[config.mk]
export PLATFORM = sky130hd
export DESIGN_NAME = ple_cell
export DESIGN_NICKNAME = d
export VERILOG_FILES = /design/src/ple_pkg.sv /design/src/ple_cell.sv
export SDC_FILE = /design/constraint.sdc
export NUM_CORES = 1
export LEC_CHECK = 0
export BUFFER_PORTS_ARGS = -buffer_cell sky130_fd_sc_hd__buf_4
export CORE_MARGIN = 5
export CORE_UTILIZATION = 26
export DETAILED_ROUTE_END_ITERATION = 7
export PLACE_DENSITY_LB_ADDON = 0.12
export SLEW_MARGIN = 0
export SYNTH_ARGS = -nofsm -noshare
export SYNTH_HDL_FRONTEND = slang
export SYNTH_SLANG_ARGS = --single-unit
[constraint.sdc]
create_clock -name i_clk -period 3.4 [get_ports i_clk]
set_input_delay 0.34 -clock i_clk [delete_from_list [all_inputs] [get_ports i_clk]]
set_output_delay 0.34 -clock i_clk [all_outputs]
set_load 0.005 [all_outputs]
[src/ple_pkg.sv]
`timescale 1ns / 1ps
// ============================================================================
// ple_pkg
// Shared types and constants for the position list engine: command and
// status codes, field widths and the control bundle of the entry cells.
// ============================================================================
package ple_pkg;

    // Field widths of the request and response channels.
    localparam int ENTRY_W = 32;
    localparam int CMD_W   = 2;
    localparam int POS_W   = 7;
    localparam int STAT_W  = 2;

    // Default number of entry cells.
    localparam int CAPACITY_DEFAULT = 64;

    typedef logic signed [ENTRY_W-1:0] t_entry;

    // Entry returned by a read at a bad position (all ones, that is -1).
    localparam t_entry ENTRY_FAIL = '1;

    typedef enum logic [CMD_W-1:0] {
        CMD_INSERT = 2'd0,
        CMD_DELETE = 2'd1,
        CMD_READ   = 2'd2,
        CMD_FIND   = 2'd3
    } t_cmd;

    typedef enum logic [STAT_W-1:0] {
        ST_OK    = 2'd0,
        ST_RANGE = 2'd1,
        ST_FULL  = 2'd2
    } t_status;

    // What the whole row of cells does in one cycle.
    typedef enum logic [1:0] {
        MODE_HOLD   = 2'd0,
        MODE_INSERT = 2'd1,
        MODE_DELETE = 2'd2,
        MODE_ROTATE = 2'd3
    } t_cell_mode;

    // Broadcast to every cell.
    typedef struct packed {
        t_cell_mode mode;
        t_entry     value;
    } t_cell_ctrl;

    // Position flags that are particular to one cell.
    typedef struct packed {
        logic at_pos;
        logic above_pos;
        logic at_last;
        logic below_last;
    } t_cell_sel;

endpackage

[src/ple_cell.sv]
`timescale 1ns / 1ps
// ============================================================================
// ple_cell
// One list entry. Depending on the row mode it keeps its entry, loads the
// inserted value, or takes the entry of the cell below, the cell above or
// the head cell.
// ============================================================================
module ple_cell (
    input  logic               i_clk,
    input  ple_pkg::t_cell_ctrl i_ctrl,
    input  ple_pkg::t_cell_sel  i_sel,
    input  ple_pkg::t_entry     i_up,
    input  ple_pkg::t_entry     i_down,
    input  ple_pkg::t_entry     i_head,
    output ple_pkg::t_entry     o_entry
);
    import ple_pkg::*;

    t_entry r_entry;
    t_entry n_entry;

    // Select the next entry from the row mode and this cell's place.
    always_comb begin
        n_entry = r_entry;
        unique case (i_ctrl.mode)
            MODE_HOLD: begin
                n_entry = r_entry;
            end
            MODE_INSERT: begin
                // The inserted value lands here; later entries move up.
                if (i_sel.at_pos) begin
                    n_entry = i_ctrl.value;
                end else if (i_sel.above_pos) begin
                    n_entry = i_down;
                end
            end
            MODE_DELETE: begin
                // The entry at the position is dropped; later entries move down.
                if (i_sel.at_pos || i_sel.above_pos) begin
                    n_entry = i_up;
                end
            end
            MODE_ROTATE: begin
                // Occupied cells rotate toward the head; the last takes the head.
                if (i_sel.below_last) begin
                    n_entry = i_up;
                end else if (i_sel.at_last) begin
                    n_entry = i_head;
                end
            end
        endcase
    end

    // Entry storage.
    always_ff @(posedge i_clk) begin
        r_entry <= n_entry;
    end

    assign o_entry = r_entry;

endmodule

==> results.txt <==
Status: finished clean
Seq pwr share: 42.9%
Initial antenna violation count: 0
Pwr Total: 1.22 mW
CP arrival: 1670 ps
Distinct cell type count after synthesis: 14
Worst Path Max Fanout: 18
Slowest stage delay, CP: 510 ps
FP Rows: 32
Post-Syn Instances: 184
Cells along the critical path: buf_4 -> nand2b_2 -> buf_4 -> mux2i_1 -> a21oi_1
Yosys reg bits: 32
Gp weighted congestion: 0.757
Drt initial violations: 65
Final period util: 49.2%
Top cell type's share of synthesized area: 46.3%
Via count: 2,020
Cell with the most instances on the worst path: buf_4
Total track usage: 13.1%
Pint: 0.936 mW
Count of input and output buffers: 166
Hold Path Class: primary input to register
Syn_area_per_cell: 11.3 um^2
Setup TNS: 0 ps
Ant diodes: 0
Rel. slew slack: 55.4%
P_sw: 0.282 mW
Commonest non-fill, non-tap cell in the layout: buf_4
Final setup fails: 0
Layout Area Growth over Synthesis: 65.0%
Syn Nets: 319
Clk sinks: 32
DRT Pass-1 Iters: 4
# DRC: 0
Io pins: 167
Share of cells above drive strength 1: 51.9%
Max Clk Rate: 0.598 GHz
Slowest-stage cell, CP: nand2b_2
Tmin final: 1670 ps
Largest net degree at the start of global routing: 68
Largest register FFs: 32
Multi-input gate area: 960 um^2
CTS root buf: clkbuf_8
Reg area: 961 um^2
DR vias/cell: 4.54
Register area share after synthesis: 46.3%
Fill count: 758
GR Overflow Total: 0
Crit end category: register
Post-CTS sizing: 0
Global-route wire length before repair: 10.2 mm
Die Ht: 99.4 um
Core footprint: 7770 um^2
Routed wire length: 6.82 mm
Starting Density: 26.7%
PD cells: 355 nW/um^2
TritonCTS buffer count: 5
Crit path kind: primary input to register
Max_cap viols: 0
Comb power frac: 28.4%
TritonCTS clock tree: yes
Top cells by area, synth: edfxtp_1 46%, mux2i_1 15%, a211oi_1 12%
Final hold violations: 0
Avg WL per Cell: 15.3 um
Worst path required time: 3400 ps
Most frequent cells in the layout: 169 x buf_4, 33 x a211oi_1
H-tree Lvls: 2
Post-route ant nets: 0
Clock Path Buffers: 2
Worst setup SP type: primary input
Chip width: 99.4 um
Die ar.: 9870 um^2
Yosys top cell by area: edfxtp_1
Clk pwr share: 28.7%
Slew Limit Fails: 0
Yosys warning total: 0
RSZ-0062 raised after global routing: no
Postcts setup bufs: 0
Reg clk slew, reported paths: 70 ps
Net Sw Frac: 23.1%
Worst vdd rail ir drop: 0.171 mV
NumNets Final: 477
Slew @ Worst Pin: 669 ps
Hold Buf Count CTS: 0
Detailed placement HPWL: 5.32 mm
Vias in the first global route: 2,143
Synth Cell Area: 2080 um^2
Pleak: 1.61 nW
## Yosys cell counts (all sizes together)
| master | number |
|---|---|
| nor2b | 32 |
| edfxtp | 32 |
| mux2i | 32 |
| a211oi | 33 |
| nor2 | 1 |
| buf | 11 |
| a21oi | 32 |
| nor3 | 2 |
| nand2 | 1 |
| nand2b | 1 |
| clkbuf | 7 |
## power groups by stage
| stage | Combinational [mW] | Clock (mW) | Sequential, mW |
|---|---|---|---|
| 4_1_cts | 0.353 | 0.363 | 0.523 |
| 6_report | 0.346 | 0.350 | 0.522 |
| 2_1_floorplan | 0.121 | 0 | 0.538 |
| 3_5_place_dp | 0.353 | 0 | 0.531 |
| 3_3_place_gp | 0.351 | 0 | 0.530 |
| 5_1_grt | 0.377 | 0.384 | 0.528 |
## final timing paths
| kind | slack [ps] | cells after the start | startpoint | endpoint |
|---|---|---|---|---|
| min | 420 | 3 | i_ctrl[5] | o_entry[5]$_DFFE_PP_ |
| max | 1730 | 5 | i_sel[0] | o_entry[4]$_DFFE_PP_ |
## stage by stage
step | instance area (um^2) | hold WS [ps] | utilization [%] | std cells | setup slack (ps)
after floorplan | 2080 | 594 | - | 184 | 20.9
after global placement | 3320 | 690 | 42.7 | 437 | 1460
after detailed placement | 3320 | 697 | 42.7 | 437 | 1400
after CTS | 3420 | 398 | 44.1 | 445 | 1710
after global routing | 3420 | 416 | 44.1 | 445 | 1640
final | 3420 | 416 | 44.1 | 445 | 1730
## critical path, delay by kind of cell
family                 cells  cell delay (ps)
AOI/OAI and AO/OA          1               80
muxes                      1              240
buffers and inverters      2              480
and+or+nand+nor            1              510
## area by class of cell
class	instances	area share (%)
clock buffer	6	2.12
multi-input combinational	134	28.0
sequential	32	28.1
clock inverter	2	1.02
tap	102	3.73
timing repair buffer	169	37.0
## layer usage
layer	wire length, um	GRT usage, %
met5	0	0
met4	62	3.26
met3	584	4.35
met2	3840	25.6
met1	2340	13.1
## kinds of logic (layout without fill, tap and decap cells)
kind of cell	count (synthesis)	in the layout	share of synthesized area (%)
compound gates	65	65	19.7
buf+inv	18	177	7.84
flops	32	32	46.3
simple gates	37	37	10.8
mux	32	32	15.4
Power figures use the tool's default switching activity.
